## config.mk

```make
export PLATFORM = sky130hd
export DESIGN_NAME = xm_pattern_note_unpacker
export DESIGN_NICKNAME = d
export VERILOG_FILES = /design/src/design/xpnu_pkg.sv /design/src/design/xm_pattern_note_unpacker.sv /design/src/design/xpnu_decode.sv
export SDC_FILE = /design/constraint.sdc
export NUM_CORES = 1
export LEC_CHECK = 0
export BUFFER_PORTS_ARGS = -buffer_cell sky130_fd_sc_hd__buf_2
export CAP_MARGIN = 25
export CORE_ASPECT_RATIO = 0.75
export CORE_MARGIN = 3
export CORE_UTILIZATION = 45
export DETAILED_ROUTE_END_ITERATION = 16
export HOLD_SLACK_MARGIN = 0.1
export PLACE_DENSITY = 0.7
export SLEW_MARGIN = 20
export SYNTH_ARGS = -nofsm -noshare
export SYNTH_HDL_FRONTEND = slang
export SYNTH_SLANG_ARGS = --single-unit
```

## constraint.sdc

```tcl
create_clock -name i_clk -period 4.6 [get_ports i_clk]
set_input_delay 0.69 -clock i_clk [delete_from_list [all_inputs] [get_ports i_clk]]
set_output_delay 0.69 -clock i_clk [all_outputs]
set_load 0.01 [all_outputs]
```

## src/design/xpnu_pkg.sv

```systemverilog
package xpnu_pkg;

    // Widths of the byte stream and of the decoded fields.
    localparam int BYTE_W   = 8;
    localparam int FIELD_W  = 9;
    localparam int MASK_W   = 5;
    localparam int CHAN_W   = 5;
    localparam int COUNT_W  = 6;
    localparam int ROW_W    = 16;

    // Default width of the internal row counter.
    localparam int XPNU_ROW_BITS = 16;

    // Reset value of the channel count register.
    localparam logic [COUNT_W-1:0] CHAN_COUNT_RESET = 6'd4;

    // Stream constants of the packed pattern format.
    localparam logic [BYTE_W-1:0]  LEAD_MASK_MIN  = 8'h80;
    localparam logic [BYTE_W-1:0]  NOTE_OFF_BYTE  = 8'd97;
    localparam logic [BYTE_W-1:0]  VOL_WIN_LO     = 8'h10;
    localparam logic [BYTE_W-1:0]  VOL_WIN_HI     = 8'h50;
    localparam logic [FIELD_W-1:0] VOL_DEFAULT    = 9'h03F;
    localparam logic [FIELD_W-1:0] FX_SET_VOLUME  = 9'h00C;
    localparam logic [FIELD_W-1:0] FX_CLEARED     = 9'h0FF;
    localparam logic [BYTE_W-1:0]  FX_UNSUPPORTED = 8'hFF;
    localparam logic [FIELD_W-1:0] FIELD_NONE     = 9'h1FF;
    localparam logic [MASK_W-1:0]  MASK_FULL_NOTE = 5'h1E;
    localparam logic [MASK_W-1:0]  FLAGS_KEEP_SV  = 5'h07;

    // Bit positions in the pending mask and in the presence flags.
    localparam int BIT_NOTE  = 0;
    localparam int BIT_INSTR = 1;
    localparam int BIT_VOL   = 2;
    localparam int BIT_FX    = 3;
    localparam int BIT_PARAM = 4;

    // One decoded note.
    typedef struct packed {
        logic signed [FIELD_W-1:0] note_value;
        logic signed [FIELD_W-1:0] instrument_number;
        logic signed [FIELD_W-1:0] volume_value;
        logic        [BYTE_W-1:0]  effect_code;
        logic signed [FIELD_W-1:0] effect_param;
        logic        [MASK_W-1:0]  present_flags;
        logic        [CHAN_W-1:0]  channel_index;
        logic        [ROW_W-1:0]   row_index;
    } t_note_result;

endpackage

```

## src/design/xm_pattern_note_unpacker.sv

```systemverilog
// Channel   Direction  Payload (lowest bit first)
// s_axis    in         tdata: data_byte[7:0]; tuser: pattern_start[0]
// m_axis    out        tdata: note, instrument, volume, effect, param, channel, row
//                      tuser: present_flags[4:0]
// cfg       in         i_cfg_data: channel_count[5:0]
//
// One byte is accepted every cycle while the result side keeps up. A byte is decoded
// while it sits in the input register, and a finished note is then registered into
// the output register. Reset is synchronous and active low; it clears the decode
// state, sets the channel count to four and empties both registers. When the output
// register holds an untaken note the input register keeps any byte it holds, and the
// input side stalls once that register is full.
module xm_pattern_note_unpacker
    import xpnu_pkg::*;
#(
    parameter int ROW_BITS = XPNU_ROW_BITS
) (
    input  logic                i_clk,
    input  logic                i_rst_n,

    input  logic                s_axis_tvalid,
    output logic                s_axis_tready,
    input  logic [7:0]          s_axis_tdata,   // data_byte[7:0]
    input  logic [0:0]          s_axis_tuser,   // pattern_start[0]

    output logic                m_axis_tvalid,
    input  logic                m_axis_tready,
    // note_value[8:0], instrument_number[17:9], volume_value[26:18],
    // effect_code[34:27], effect_param[43:35], channel_index[48:44],
    // row_index[64:49], zero fill[71:65]
    output logic [71:0]         m_axis_tdata,
    output logic [4:0]          m_axis_tuser,   // present_flags[4:0]

    input  logic                i_cfg_valid,
    output logic                o_cfg_ready,
    input  logic [COUNT_W-1:0]  i_cfg_data
);

    // Input register.
    logic               r_in_valid;
    logic [BYTE_W-1:0]  r_in_byte;
    logic               r_in_start;

    // Output register.
    logic               r_out_valid;
    t_note_result       r_out;

    logic               out_free;
    logic               step;
    logic               dec_done;
    t_note_result       dec_result;

    // The held byte is decoded once the output register can take whatever it yields.
    assign out_free      = !r_out_valid || m_axis_tready;
    assign step          = r_in_valid && out_free;
    assign s_axis_tready = !r_in_valid || step;
    assign o_cfg_ready   = 1'b1;

    xpnu_decode #(
        .ROW_BITS   (ROW_BITS)
    ) u_decode (
        .i_clk      (i_clk),
        .i_rst_n    (i_rst_n),
        .i_cfg_we   (i_cfg_valid),
        .i_cfg_data (i_cfg_data),
        .i_step     (step),
        .i_byte     (r_in_byte),
        .i_start    (r_in_start),
        .o_done     (dec_done),
        .o_result   (dec_result)
    );

    always_ff @(posedge i_clk) begin
        if (!i_rst_n) begin
            r_in_valid  <= 1'b0;
            r_out_valid <= 1'b0;
        end else begin
            if (s_axis_tvalid && s_axis_tready) begin
                r_in_valid <= 1'b1;
            end else if (step) begin
                r_in_valid <= 1'b0;
            end

            if (step && dec_done) begin
                r_out_valid <= 1'b1;
            end else if (m_axis_tready) begin
                r_out_valid <= 1'b0;
            end
        end
    end

    // Payload registers carry no reset.
    always_ff @(posedge i_clk) begin
        if (s_axis_tvalid && s_axis_tready) begin
            r_in_byte  <= s_axis_tdata;
            r_in_start <= s_axis_tuser[0];
        end
        if (step && dec_done) begin
            r_out <= dec_result;
        end
    end

    assign m_axis_tvalid = r_out_valid;
    assign m_axis_tuser  = r_out.present_flags;
    assign m_axis_tdata  = {7'd0,
                            r_out.row_index,
                            r_out.channel_index,
                            r_out.effect_param,
                            r_out.effect_code,
                            r_out.volume_value,
                            r_out.instrument_number,
                            r_out.note_value};

endmodule

```

## src/design/xpnu_decode.sv

```systemverilog
module xpnu_decode
    import xpnu_pkg::*;
#(
    parameter int ROW_BITS = XPNU_ROW_BITS
) (
    input  logic                i_clk,
    input  logic                i_rst_n,
    input  logic                i_cfg_we,
    input  logic [COUNT_W-1:0]  i_cfg_data,
    input  logic                i_step,
    input  logic [BYTE_W-1:0]   i_byte,
    input  logic                i_start,
    output logic                o_done,
    output t_note_result        o_result
);

    logic [COUNT_W-1:0]         r_chan_count;
    logic [MASK_W-1:0]          r_mask;
    logic signed [FIELD_W-1:0]  r_note;
    logic signed [FIELD_W-1:0]  r_instr;
    logic signed [FIELD_W-1:0]  r_vol;
    logic signed [FIELD_W-1:0]  r_fx;
    logic signed [FIELD_W-1:0]  r_param;
    logic [MASK_W-1:0]          r_flags;
    logic [CHAN_W-1:0]          r_chan;
    logic [ROW_BITS-1:0]        r_row;

    logic [MASK_W-1:0]          n_mask;
    logic signed [FIELD_W-1:0]  n_note;
    logic signed [FIELD_W-1:0]  n_instr;
    logic signed [FIELD_W-1:0]  n_vol;
    logic signed [FIELD_W-1:0]  n_fx;
    logic signed [FIELD_W-1:0]  n_param;
    logic [MASK_W-1:0]          n_flags;
    logic [CHAN_W-1:0]          n_chan;
    logic [ROW_BITS-1:0]        n_row;

    logic [MASK_W-1:0]          mask_eff;
    logic [CHAN_W-1:0]          chan_eff;
    logic [COUNT_W-1:0]         chan_next;
    logic                       chan_wrap;
    logic                       done;

    // Note byte to note value: note-off maps to zero, any other byte maps to itself minus one.
    function automatic logic signed [FIELD_W-1:0] note_from_byte(input logic [BYTE_W-1:0] b);
        logic [FIELD_W-1:0] v;
        if (b == NOTE_OFF_BYTE) begin
            v = '0;
        end else begin
            v = {1'b0, b} - FIELD_W'(1);
        end
        return v;
    endfunction

    function automatic logic [BYTE_W-1:0] map_effect(input logic signed [FIELD_W-1:0] e);
        logic [BYTE_W-1:0] code;
        code = FX_UNSUPPORTED;
        if (!e[FIELD_W-1]) begin
            case (e[BYTE_W-1:0]) inside
                8'h00, 8'h01, 8'h02, 8'h03, 8'h04, 8'h05, 8'h06, 8'h07,
                8'h08, 8'h0A, 8'h0B, 8'h0D, 8'h0F: code = e[BYTE_W-1:0];
                default: code = FX_UNSUPPORTED;
            endcase
        end
        return code;
    endfunction

    always_comb begin
        // A pattern start drops any partial note and restarts the channel.
        mask_eff = i_start ? '0 : r_mask;
        chan_eff = i_start ? '0 : r_chan;

        n_mask  = mask_eff;
        n_note  = r_note;
        n_instr = r_instr;
        n_vol   = r_vol;
        n_fx    = r_fx;
        n_param = r_param;
        n_flags = r_flags;

        if (mask_eff == '0) begin
            // Lead byte of a note.
            n_vol = VOL_DEFAULT;
            if (i_byte < LEAD_MASK_MIN) begin
                n_note  = note_from_byte(i_byte);
                n_flags = MASK_W'(1) << BIT_NOTE;
                n_mask  = MASK_FULL_NOTE;
            end else begin
                n_flags = '0;
                n_mask  = i_byte[MASK_W-1:0];
            end
        end else if (mask_eff[BIT_NOTE]) begin
            n_mask[BIT_NOTE]  = 1'b0;
            n_note            = note_from_byte(i_byte);
            n_flags[BIT_NOTE] = 1'b1;
        end else if (mask_eff[BIT_INSTR]) begin
            n_mask[BIT_INSTR]  = 1'b0;
            n_instr            = {1'b0, i_byte};
            n_flags[BIT_INSTR] = 1'b1;
        end else if (mask_eff[BIT_VOL]) begin
            n_mask[BIT_VOL] = 1'b0;
            if (i_byte >= VOL_WIN_LO && i_byte <= VOL_WIN_HI) begin
                n_vol            = {1'b0, i_byte - VOL_WIN_LO};
                n_flags[BIT_VOL] = 1'b1;
            end else begin
                n_vol = {1'b0, i_byte};
            end
        end else if (mask_eff[BIT_FX]) begin
            n_mask[BIT_FX]  = 1'b0;
            n_fx            = {1'b0, i_byte};
            n_flags[BIT_FX] = 1'b1;
        end else begin
            n_mask[BIT_PARAM]  = 1'b0;
            n_param            = {1'b0, i_byte};
            n_flags[BIT_PARAM] = 1'b1;
        end

        done = (n_mask == '0);

        // Set-volume effect turns into a volume and is consumed.
        if (done && n_fx == FX_SET_VOLUME) begin
            n_vol   = n_param;
            n_flags = (n_flags | (MASK_W'(1) << BIT_VOL)) & FLAGS_KEEP_SV;
            n_fx    = FX_CLEARED;
        end

        // A count of zero acts as one; the counter never passes channel 31.
        chan_next = {1'b0, chan_eff} + COUNT_W'(1);
        chan_wrap = (chan_next >= r_chan_count) || chan_next[COUNT_W-1];

        n_chan = chan_eff;
        n_row  = r_row;
        if (done) begin
            if (chan_wrap) begin
                n_chan = '0;
                n_row  = r_row + ROW_BITS'(1);
            end else begin
                n_chan = chan_next[CHAN_W-1:0];
            end
        end

        o_done                     = done;
        o_result.note_value        = n_note;
        o_result.instrument_number = n_instr;
        o_result.volume_value      = n_vol;
        o_result.effect_code       = map_effect(n_fx);
        o_result.effect_param      = n_param;
        o_result.present_flags     = n_flags;
        o_result.channel_index     = chan_eff;
        o_result.row_index         = ROW_W'(r_row);
    end

    always_ff @(posedge i_clk) begin
        if (!i_rst_n) begin
            r_chan_count <= CHAN_COUNT_RESET;
            r_mask       <= '0;
            r_note       <= FIELD_NONE;
            r_instr      <= FIELD_NONE;
            r_vol        <= FIELD_NONE;
            r_fx         <= FIELD_NONE;
            r_param      <= FIELD_NONE;
            r_flags      <= '0;
            r_chan       <= '0;
            r_row        <= '0;
        end else begin
            if (i_cfg_we) begin
                r_chan_count <= i_cfg_data;
            end
            if (i_step) begin
                r_mask  <= n_mask;
                r_note  <= n_note;
                r_instr <= n_instr;
                r_vol   <= n_vol;
                r_fx    <= n_fx;
                r_param <= n_param;
                r_flags <= n_flags;
                r_chan  <= n_chan;
                r_row   <= n_row;
            end
        end
    end

endmodule
```

* Word-level counts from Yosys, hierarchy flattened
Cells that the tools add are included.
Cells by class: $add $sub $neg 4, order comparisons 4, equal/unequal tests 14, multiplexer cells 50, bitwise operators 1, reductions and logical operators 18
Operators by type and width (count):
- two-way mux 9 bit | 23
- == test 8 x 4 -> 1 bit, second input constant | 5
- two-way mux 5 bit | 8
- == test 8 x 3 -> 1 bit, second input constant | 4
- adder 16 x 1 -> 16 bit, second input constant | 1
- == test 8 x 2 -> 1 bit, second input constant | 2
- OR reduction 13 bit | 1
- two-way mux 1 bit | 12
- logical NOT 5 bit | 2
- == test 9 x 4 -> 1 bit, second input constant | 1
- subtractor 8 x 1 -> 9 bit, second input constant | 1
- == test 8 x 1 -> 1 bit, second input constant | 1
- == test 8 x 7 -> 1 bit, second input constant | 1
- greater-or-equal comparator 8 x 5 -> 1 bit, second input constant | 1
- less-or-equal comparator 8 x 7 -> 1 bit, second input constant | 1
- logical NOT 8 bit | 1
- < comparator 8 bit, second input constant | 1
- two-way mux 4 bit | 2
- two-way mux 8 bit | 1
- subtractor 8 x 5 -> 8 bit, second input constant | 1
- adder 5 x 1 -> 6 bit, second input constant | 1
- greater-or-equal comparator 6 bit | 1
- two-way mux 3 bit | 2
- logical AND 1 bit | 5
- 7 further kinds | 12
Word-level totals: register bits 163, input port bits 20, output and inout port bits 80, logic and storage cells 113

* Logic depth before layout (Yosys ltp)
Gate-level depths: netlist (run 1).
depth in word-level cells 13, gate-level depth with buffers 12, mapped depth without buffers 9

* Modules after synthesis
Synthesis (run 1) repeated with hierarchy kept, for this count alone.
Second synthesis, totals: cell total of the unflattened synthesis 707, area total of the unflattened synthesis 7398.3 µm²
Modules (own cells, without submodules):
- xpnu_decode | times used 1, cells an instance 605, area each 4845.9 µm², sequential area each 1641.6 µm²
- xm_pattern_note_unpacker | times used 1, cells an instance 102, area each 2552.4 µm², sequential area each 2412.3 µm²

* Least setup slack after synthesis (run 1)
Ideal clock, no wire load.
kind register -> register, start register r_in_byte[2], end register r_out (netlist bit m_axis_tdata[0]) (enable), setup time 0.425 ns, data arrival time 2.967 ns, required time 4.175 ns, path slack 1.209 ns, cell stages (with the launch flop) 6, path buffers 1, clock period less this slack 3.391 ns, cell sequence edfxtp_1 or4_4 o221ai_4 nand3_4 buf_6 inv_1
Between the ends: cells in the longest elaborated chain, start to end 5
Ends and longest elaborated chain:
- from (decl) | line xm_pattern_note_unpacker.sv:41 | logic [BYTE_W-1:0] r_in_byte;
- from (signal assigned) | line xm_pattern_note_unpacker.sv:95 | r_in_byte <= s_axis_tdata;
- < comparator 8 bit | line xpnu_decode.sv:84 | if (i_byte < LEAD_MASK_MIN) begin
- two-way mux 5 bit (*) | line xpnu_decode.sv:84
- two-way mux 5 bit (*) | line xpnu_decode.sv:81 | if (mask_eff == '0) begin
- logical NOT 5 bit (*) | line xpnu_decode.sv:118 | done = (n_mask == '0);
- logical AND 1 bit (*) | line xm_pattern_note_unpacker.sv:98 | if (step && dec_done) begin
- to (signal assigned) | line xm_pattern_note_unpacker.sv:99 | r_out <= dec_result;
- to (decl) | line xm_pattern_note_unpacker.sv:46 | t_note_result r_out;
Mark *: on every way between the ends. The rest lies on a longest branch, timed or not. A chain may end at the register's enable or synchronous reset.

==> results of run 1 <==
[stage by stage]
stage          util [%]  setup WS [ns]  area, um^2  instances
2_1_floorplan         -           1.21        7720        734
3_3_place_gp       50.4           1.55        8250        986
3_5_place_dp       50.5           1.40        8270        987
4_1_cts            54.6           1.39        8930       1019
5_1_grt            54.6           1.17        8940       1019
6_report           54.6           1.37        8940       1019
[cells in the final DEF (no fill, tap or decap), types with 4 or more instances in the layout]
master / synthesis / routed
mux2i_1: 29 / 29
a21o_1: 5 / 5
nor2_1: 28 / 28
o31ai_1: 6 / 6
o22a_1: 6 / 6
o2111ai_1: 6 / 6
a211oi_2: 8 / 8
xnor2_1: 7 / 7
ha_1: 13 / 13
o21ai_0: 40 / 40
o211ai_1: 6 / 6
a21boi_0: 6 / 6
inv_1: 20 / 19
and3_1: 5 / 5
mux2_2: 19 / 19
a211oi_1: 4 / 4
dfxtp_1: 84 / 84
nand2b_1: 19 / 19
nor3_1: 13 / 12
and2_1: 8 / 8
a31oi_1: 7 / 7
conb_1: 2 / 8
edfxtp_1: 79 / 79
a2111oi_2: 5 / 5
a21oi_1: 22 / 22
bufinv_16: 0 / 6
nor3b_1: 5 / 5
nand3_1: 33 / 33
o311ai_0: 10 / 10
nand4_1: 11 / 11
clkbuf_1: 37 / 4
buf_4: 8 / 11
nand2_1: 99 / 99
nor2b_1: 18 / 17
buf_2: 11 / 91
clkbuf_16: 0 / 17
nor4_1: 4 / 4
[worst max-delay path: stages, from the launching register on]
cell	delay, ns
edfxtp_1	0.84
nor2b_1	0.25
ha_1	0.29
xor2_1	0.18
ha_1	0.32
nand2_1	0.05
o21ai_0	0.20
a221oi_2	0.10
buf_4	0.24
a2111oi_2	0.42
mux2i_1	0.23
[final cells by class]
type,instances,share of cell area [%]
repair buffers,104,6.47
inverters,20,0.840
clock inverters,10,2.31
clock buffers,22,5.08
well taps,210,2.94
multi-input cells,490,37.0
flip-flops and latches,163,45.4
[power by group]
group | internal, W | switching (W) | total (W)
logic | 0.000111 | 0.000202 | 0.000314
clock network | 0.00103 | 0.000558 | 0.00159
registers | 0.00158 | 0.0000457 | 0.00162
[sequential cells by signal (all words and copies together) (netlist names)]
signal and flops:
u_decode.r_chan 5, u_decode.r_vol 9, u_decode.r_row 16, u_decode.r_flags 5, u_decode.r_chan_count 6, r_in_byte 8, r_in_valid 1, u_decode.r_mask 5
u_decode.r_fx 9, m_axis_tuser 5, m_axis_tvalid 1, u_decode.r_param 9, u_decode.r_instr 9, m_axis_tdata 65, r_in_start 1, u_decode.r_note 9
[routing by layer]
metal  vias to the layer above  track usage [%]
met5                         -                0
met1                      2681             30.6
met3                        19             5.23
met2                       190             25.8
met4                         0             5.69
li1                       2771                -
[cell families after synthesis]
kind of cell	share of synthesized area (%)
XOR/XNOR	1.02
adder cells (fa/ha/maj)	2.26
AND/OR/NAND/NOR	17.8
buffers and inverters	4.81
AO/OA/AOI/OAI	14.6
multiplexers	6.73
other	0.0976
flip-flops	52.7
[worst paths after layout]
path | endpoint | slack, ns | cells past startpoint
setup / recovery | u_decode.r_row[5]$_SDFFE_PN0P_ | 1.37 | 10
hold / removal | r_in_byte[4]$_DFFE_PP_ | 0.44 | 1
setup reg to reg | u_decode.r_row[5]$_SDFFE_PN0P_ | 1.37 | 10
hold reg to reg | u_decode.r_instr[8]$_SDFFE_PN1P_ | 0.44 | 2
==> metrics.md, run 1 <==
| Metric | Value |
|---|---|
| Via Count | 5661 |
| Seq/Total Area, Yosys | 52.7% |
| H-tree levels | 4 |
| Met1 Wirelength | 8.91 mm |
| TritonCTS Buffers | 17 |
| Tightest Hold Check Type | input pin to flop |
| GPL Wtd Cong | 0.814 |
| Critical path class | flop to flop |
| Total negative setup slack | 0 ns |
| First-pass GRT wire length | 28.8 mm |
| Post-synth top flop | dfxtp_1 |
| Area of the multi-input gates | 3310 um^2 |
| Initial antenna violation count | 0 |
| Met2 WL post-DR | 7.49 mm |
| Core area | 16400 um^2 |
| WP data required | 4.95 ns |
| Cell area after synthesis | 7690 um^2 |
| Die height | 119 um |
| Hold path start | s_axis_tdata[4] |
| Tmin final | 3.23 ns |
| Routed Antenna Nets | 0 |
| RSZ-0062 raised after global routing | no |
| Post-DP HPWL | 11.7 mm |
| Synth warn | 0 |
| Max Fclk | 310 MHz |
| Most area-consuming cells after synthesis | edfxtp_1, dfxtp_1, nand2_1, mux2i_1, mux2_2 |
| Routed WL per cell | 17.6 um |
| CTS tree | done |
| GRT Residual Overflow | 0 |
| Yosys top cell area share | 30.8% |
| Uppermost layer routed | met4 |
| Total Power | 0.00352 W |
| Initial core utilization | 47.0% |
| Clock buffer depth | 2 |
| Final setup vio count | 0 |
| Clock-pin slew on the worst setup and hold paths | 0.06 ns |
| Area leader, netlist | edfxtp_1 |
| Clk_lat worst skew | 0.42 ns |
| Status | complete, no violations |
| Seq cells post-synth | 163 |
| Synth unique cells | 70 |
| Hold buffers post-CTS | 0 |
| Top cell types by occurrence after synthesis | nand2_1, dfxtp_1, edfxtp_1 |
| Count leader, synth | nand2_1 |
| Peak supply drop | 0.190 mV |
| Synth async-reset ratio | 0% |
| Layout Nets | 829 |
| Worst setup EP type | flop |
| Share of layout cells above drive strength 1 | 22.7% |
| Gr usage total | 19.5% |
| Synth Area per Inst | 10.6 um^2 |
| I/O Buffers | 91 |
| Period utilization | 70.1% |
| Die area | 18700 um^2 |
| # IOs | 100 |
| Max-cap viol count | 0 |
| Worst Skew | 0.00942 ns |
| Max-slew headroom | 30.6% |
| P&R area growth vs syn | 16.1% |
| Setup crit start | r_in_start$_DFFE_PP_ |
| Pin count of the biggest net entering global routing | 57 |
| Worst-Margin Slew | 1.02 ns |
| CP startpoint kind | flop |
| Sink Count | 163 |
| Met3 wire len | 1.27 mm |
| Mapped Cells | 728 |
| DR iter-0 viols | 499 |
| Root buf cell | clkbuf_16 |
| Antenna Cells | 0 |
| CP Data Arrival Time | 3.57 ns |
| Reg2reg start | r_in_start$_DFFE_PP_ |
| Rows | 40 |
| Final wirelength | 17.9 mm |
| Slew Limit Fails | 0 |
| Leak pwr | 3.34 nW |
| EDFF count, synth | 79 |
| Critical Path Fanout Max | 20 |
| Hold WS | 0.436 ns |
| PwrDens | 394 nW/um^2 |
| Die X | 157 um |
| Residual DRC count | 0 |
| Drt via density | 5.56 |
| Vias in the first global route | 5223 |
| Hold Vio Cnt, Final | 0 |
| CTS resizes | 0 |
| Register area | 4050 um^2 |
| DRT Pass-1 Iters | 5 |
| Post-CTS Setup Bufs | 0 |
| Filler Cell Count | 1409 |
Power figures use the tool's default switching activity.
==> run 2, diff against run 1 <==
ABC_AREA = 1   (was unset)
clock period = 3.4 ns   (was 4.6 ns; I/O delays follow)
==> metrics.md, run 2 <==
| Metric | Value |
|---|---|
| Initial antenna violation count | 0 |
| Tightest Hold Check Type | input pin to flop |
| Die height | 118 um |
| Tmin final | 3.02 ns |
| Hold Vio Cnt, Final | 0 |
| Sink Count | 163 |
| Clock-pin slew on the worst setup and hold paths | 0.06 ns |
| First-pass GRT wire length | 28.7 mm |
| Post-CTS Setup Bufs | 0 |
| Die X | 156 um |
| Vias in the first global route | 5558 |
| DRT Pass-1 Iters | 5 |
| Post-synth top flop | dfxtp_1 |
| Yosys top cell area share | 31.4% |
| Die area | 18400 um^2 |
| Pin count of the biggest net entering global routing | 60 |
| GPL Wtd Cong | 0.901 |
| Max Fclk | 331 MHz |
| H-tree levels | 4 |
| Antenna Cells | 0 |
| Worst setup EP type | flop |
| Share of layout cells above drive strength 1 | 17.1% |
| Residual DRC count | 0 |
| Rows | 40 |
| Top cell types by occurrence after synthesis | nand2_1, inv_1, dfxtp_1 |
| Worst Skew | 0.0120 ns |
| Routed WL per cell | 14.9 um |
| Core area | 16200 um^2 |
| CP Data Arrival Time | 3.29 ns |
| Final setup vio count | 0 |
| Synth warn | 0 |
| Hold path start | s_axis_tdata[5] |
| Critical path class | flop to flop |
| Synth Area per Inst | 8.61 um^2 |
| CP startpoint kind | flop |
| Status | complete, no violations |
| Seq/Total Area, Yosys | 53.6% |
| GRT Residual Overflow | 0 |
| Commonest non-fill, non-tap cell in the layout | nand2_1 |
| Clk_lat worst skew | 0.43 ns |
| P&R area growth vs syn | 15.4% |
| # IOs | 100 |
| Post-DP HPWL | 11.6 mm |
| EDFF count, synth | 79 |
| Most frequent cells in the layout | nand2_1, inv_1, buf_2 |
| TritonCTS Buffers | 17 |
| Max-cap viol count | 0 |
| Seq cells post-synth | 163 |
| Slew Limit Fails | 0 |
| Reg2reg start | r_in_start$_DFFE_PP_ |
| Synth async-reset ratio | 0% |
| Peak supply drop | 0.358 mV |
| Mapped Cells | 878 |
| CTS resizes | 0 |
| Hold buffers post-CTS | 0 |
| Final wirelength | 17.6 mm |
| Worst-Margin Slew | 0.882 ns |
| Layout Nets | 996 |
| PwrDens | 509 nW/um^2 |
| Drt via density | 5.13 |
| Via Count | 6086 |
| Total negative setup slack | 0 ns |
| Max-slew headroom | 41.2% |
| Count leader, synth | nand2_1 |
| Initial core utilization | 46.6% |
| DR iter-0 viols | 567 |
| Most area-consuming cells after synthesis | edfxtp_1, dfxtp_1, nand2_1, a21oi_1, inv_1 |
| Gr usage total | 19.5% |
| Period utilization | 88.8% |
| Cell area after synthesis | 7560 um^2 |
| Max reg flops | 65 |
| I/O Buffers | 91 |
| Final core utilization | 53.8% |
| RSZ-0062 raised after global routing | no |
| Critical Path Fanout Max | 16 |
| Root buf cell | clkbuf_16 |
| CTS tree | done |
| Clock buffer depth | 2 |
| Area leader, netlist | edfxtp_1 |
| Synth unique cells | 42 |
| Setup crit start | r_in_start$_DFFE_PP_ |
| WP data required | 3.67 ns |
| Routed Antenna Nets | 0 |
| Leak pwr | 3.80 nW |
[run 2: cell count changes after synthesis, sizes merged, moves of 18 or more]
cell | before | now
nand2b | 19 | 0
mux2 | 19 | 0
nor2 | 28 | 47
nand3 | 34 | 56
o21ai | 41 | 70
clkbuf | 37 | 18
nor2b | 18 | 0
nand2 | 100 | 223
inv | 20 | 102
mux2i | 30 | 0
a21oi | 23 | 79
[run 2: cell type report]
| cell class | count | area [um^2] |
|---|---|---|
| Fill cell | 1509 | 7490 |
| Sequential cell | 163 | 4050 |
| Multi-Input combinational cell | 576 | 2920 |
| Tap cell | 210 | 263 |
| Inverter | 103 | 389 |
| Timing Repair Buffer | 102 | 563 |
| Clock inverter | 5 | 53.8 |
| Clock buffer | 27 | 483 |
[run 2: cells by family (layout without fill, tap and decap cells)]
| kind of cell | after synthesis | in the layout | share of synthesized area, % |
|---|---|---|---|
| flops | 163 | 163 | 53.6 |
| buf+inv | 145 | 237 | 8.09 |
| xor+xnor | 17 | 17 | 1.97 |
| compound gates | 167 | 167 | 11.9 |
| other cells | 2 | 8 | 0.0993 |
| simple gates | 371 | 371 | 22.2 |
| fa+ha+maj | 13 | 13 | 2.15 |
[run 2: final timing paths]
kind,to,slack (ns),cells after the start
hold reg to reg,u_decode.r_instr[8]$_SDFFE_PN1P_,0.46,2
setup reg to reg,u_decode.r_row[10]$_SDFFE_PN0P_,0.38,12
hold / removal,r_in_byte[5]$_DFFE_PP_,0.26,1
setup / recovery,u_decode.r_row[10]$_SDFFE_PN0P_,0.38,12
[run 2: per-layer routing]
layer | share of wire [%] | global-route usage (%)
met5 | 0 | 0
met4 | 1.3 | 5.63
met3 | 6.3 | 4.47
met2 | 41 | 27.9
met1 | 51 | 29.5
[run 2: worst max-delay path: stages, from the launching register on]
cell and delay, ns:
edfxtp_1 0.55, nor2_1 0.24, ha_1 0.23, nand3_1 0.10, xor2_1 0.21, inv_1 0.07, ha_1 0.27, nand2_1 0.07
or3_1 0.37, nand3_1 0.16, nand3_2 0.34, nand2_1 0.18, a21oi_1 0.08
[run 2: through the flow]
| step | power (W) | hold slack, ns | setup WS [ns] | std cells | area [um^2] |
|---|---|---|---|---|---|
| after global placement | 0.00269 | 0.446 | 0.552 | 1154 | 8190 |
| after detailed placement | 0.00270 | 0.451 | 0.469 | 1154 | 8190 |
| after floorplan | 0.00257 | 0.430 | 0.686 | 884 | 7580 |
| final | 0.00444 | 0.257 | 0.381 | 1186 | 8720 |
| after CTS | 0.00447 | 0.242 | 0.437 | 1186 | 8720 |
| after global routing | 0.00463 | 0.249 | 0.123 | 1186 | 8720 |
[run 2: where the power goes]
group	total [W]	switching, W	internal [W]
clock network	0.00177	0.000732	0.00104
logic	0.000488	0.000340	0.000147
registers	0.00218	0.0000469	0.00214
total	0.00444	0.00112	0.00333
==> run 3, diff against run 2 <==
CORE_UTILIZATION = 27   (was 45)
GPL_TIMING_DRIVEN = 0   (was unset)
PLACE_DENSITY = 0.48   (was 0.7)
clock period = 3.1 ns   (was 3.4 ns; I/O delays follow)
==> metrics.md, run 3 (synthesis results as in run 2) <==
| Metric | Value |
|---|---|
| Root buf cell | clkbuf_16 |
| Period utilization | 92.8% |
| First-pass GRT wire length | 33.5 mm |
| Die X | 199 um |
| CTS tree | done |
| Critical-path top delay cell | or3_1 |
| I/O Buffers | 91 |
| Share of layout cells above drive strength 1 | 18.8% |
| Family with the most delay on the worst path | simple AND/OR/NAND/NOR gates |
| Rows | 52 |
| Clk_lat worst skew | 0.44 ns |
| Hold Vio Cnt, Final | 0 |
| CP Data Arrival Time | 3.21 ns |
| Commonest non-fill, non-tap cell in the layout | nand2_1 |
| Residual DRC count | 0 |
| Antenna Cells | 0 |
| Initial antenna violation count | 0 |
| Sink Count | 163 |
| Pin count of the biggest net entering global routing | 56 |
| Clock buffer depth | 2 |
| Status | complete, no violations |
| Routed Antenna Nets | 0 |
| Worst Skew | 0.0110 ns |
| Worst-Margin Slew | 0.719 ns |
| Most frequent cells in the layout | nand2_1, buf_2, inv_1 |
| DR iter-0 viols | 447 |
| Clock-pin slew on the worst setup and hold paths | 0.07 ns |
| RSZ-0062 raised after global routing | no |
| Final setup vio count | 0 |
| TritonCTS Buffers | 17 |
| Tmin final | 2.88 ns |
| Peak supply drop | 0.400 mV |
| Max-slew headroom | 52.1% |
| P&R area growth vs syn | 20.5% |
| Gr usage total | 14.7% |
| Post-DP HPWL | 15.4 mm |
| Die area | 30100 um^2 |
| GRT Residual Overflow | 0 |
| GPL Wtd Cong | 0.842 |
| PwrDens | 552 nW/um^2 |
| WP data required | 3.44 ns |
| DRT Pass-1 Iters | 5 |
| Tightest Hold Check Type | input pin to flop |
| H-tree levels | 4 |
| Count of buffer and inverter cells on the critical path | 4 |
| Critical path class | flop to flop |
| # IOs | 100 |
| Leak pwr | 3.90 nW |
| Total negative setup slack | 0 ns |
| Layout Nets | 1028 |
| Core area | 27300 um^2 |
| Hold buffers post-CTS | 0 |
| Via Count | 6174 |
| Vias in the first global route | 5718 |
| CP Cell Sequence | buf_6 -> nor2_4 -> ha_1 -> nand3_1 -> xor2_2 -> inv_1 -> ha_1 -> nand2_1 -> or3_1 -> nand3_2 -> clkbuf_4 -> nor3_1 -> o21ai_0 -> inv_1 |
| Die height | 151 um |
| Max Fclk | 348 MHz |
| Placed cells | 1327 |
| Drt via density | 4.54 |
| Routed WL per cell | 15.9 um |
| Filler Cell Count | 2858 |
| Non-Filler Instances | 1359 |
| CP startpoint kind | flop |
| Worst setup EP type | flop |
| Final wirelength | 21.6 mm |
| Max-cap viol count | 0 |
| Slew Limit Fails | 0 |
| Critical Path Fanout Max | 10 |
| Critical Path Max Stage Delay | 0.39 ns |
| Initial core utilization | 27.7% |
| Max reg flops | 65 |
| Final core utilization | 33.4% |
-- run 3: final cells by class --
cell class              instances  area, um^2  share of cell area (%)
repair buffers                 92         483                    5.30
clock inverters                14         128                    1.40
clock buffers                  18         429                    4.71
flip-flops and latches        163        4050                    44.5
plain buffers                  42         230                    2.53
multi-input cells             576        2950                    32.4
well taps                     351         439                    4.82
inverters                     103         394                    4.33
-- run 3: worst register-to-register path, cell delays in order (launching register included) --
cell	delay, ns
edfxtp_1	0.38
buf_6	0.17
nor2_4	0.20
ha_1	0.22
nand3_1	0.13
xor2_2	0.17
inv_1	0.06
ha_1	0.27
nand2_1	0.07
or3_1	0.39
nand3_2	0.16
clkbuf_4	0.26
nor3_1	0.07
o21ai_0	0.18
inv_1	0.05
-- run 3: through the flow --
step | total power (W) | setup WS (ns) | hold slack [ns] | instance area (um^2)
after detailed placement | 0.00301 | -0.293 | 0.450 | 8510
after CTS | 0.00508 | 0.0270 | 0.174 | 9080
after global placement | 0.00301 | -0.482 | 0.444 | 8480
after floorplan | 0.00282 | 0.386 | 0.430 | 7580
after global routing | 0.00526 | 0.0146 | 0.177 | 9110
final | 0.00503 | 0.223 | 0.197 | 9110
-- run 3: final timing paths --
| kind | start | slack, ns | endpoint | cells past startpoint |
|---|---|---|---|---|
| setup / recovery | r_in_start$_DFFE_PP_ | 0.22 | u_decode.r_chan[4]$_SDFFE_PN0P_ | 14 |
| hold / removal | s_axis_tuser | 0.20 | r_in_start$_DFFE_PP_ | 1 |
| setup reg to reg | r_in_start$_DFFE_PP_ | 0.22 | u_decode.r_chan[4]$_SDFFE_PN0P_ | 14 |
| hold reg to reg | u_decode.r_row[14]$_SDFFE_PN0P_ | 0.46 | m_axis_tdata[63]$_DFFE_PP_ | 0 |
-- run 3: repair_timing --
| item | CTS | global route |
|---|---|---|
| resized for setup | 4 | 11 |
| buffers inserted | 0 | 0 |
| setup endpoints to repair | 20 | 20 |
| pin swaps | 0 | 2 |
-- run 3: metal layers --
metal  routed length [um]  part of all wire, %  vias to the layer above  global-route usage, %
li1                     -                    -                     3143                      -
met1                11700                   54                     2842                   23.1
met2                 8430                   39                      170                   19.8
met3                 1220                  5.7                       19                   3.31
met4                  269                  1.2                        0                   4.28
met5                    0                    0                        -                      0
-- run 3: power breakdown --
| group | total [W] | switching [W] | internal [W] | leakage [nW] |
|---|---|---|---|---|
| registers | 0.00239 | 0.0000476 | 0.00234 | 1.40 |
| logic | 0.000589 | 0.000414 | 0.000175 | 2.24 |
| clock network | 0.00206 | 0.000943 | 0.00111 | 0.266 |
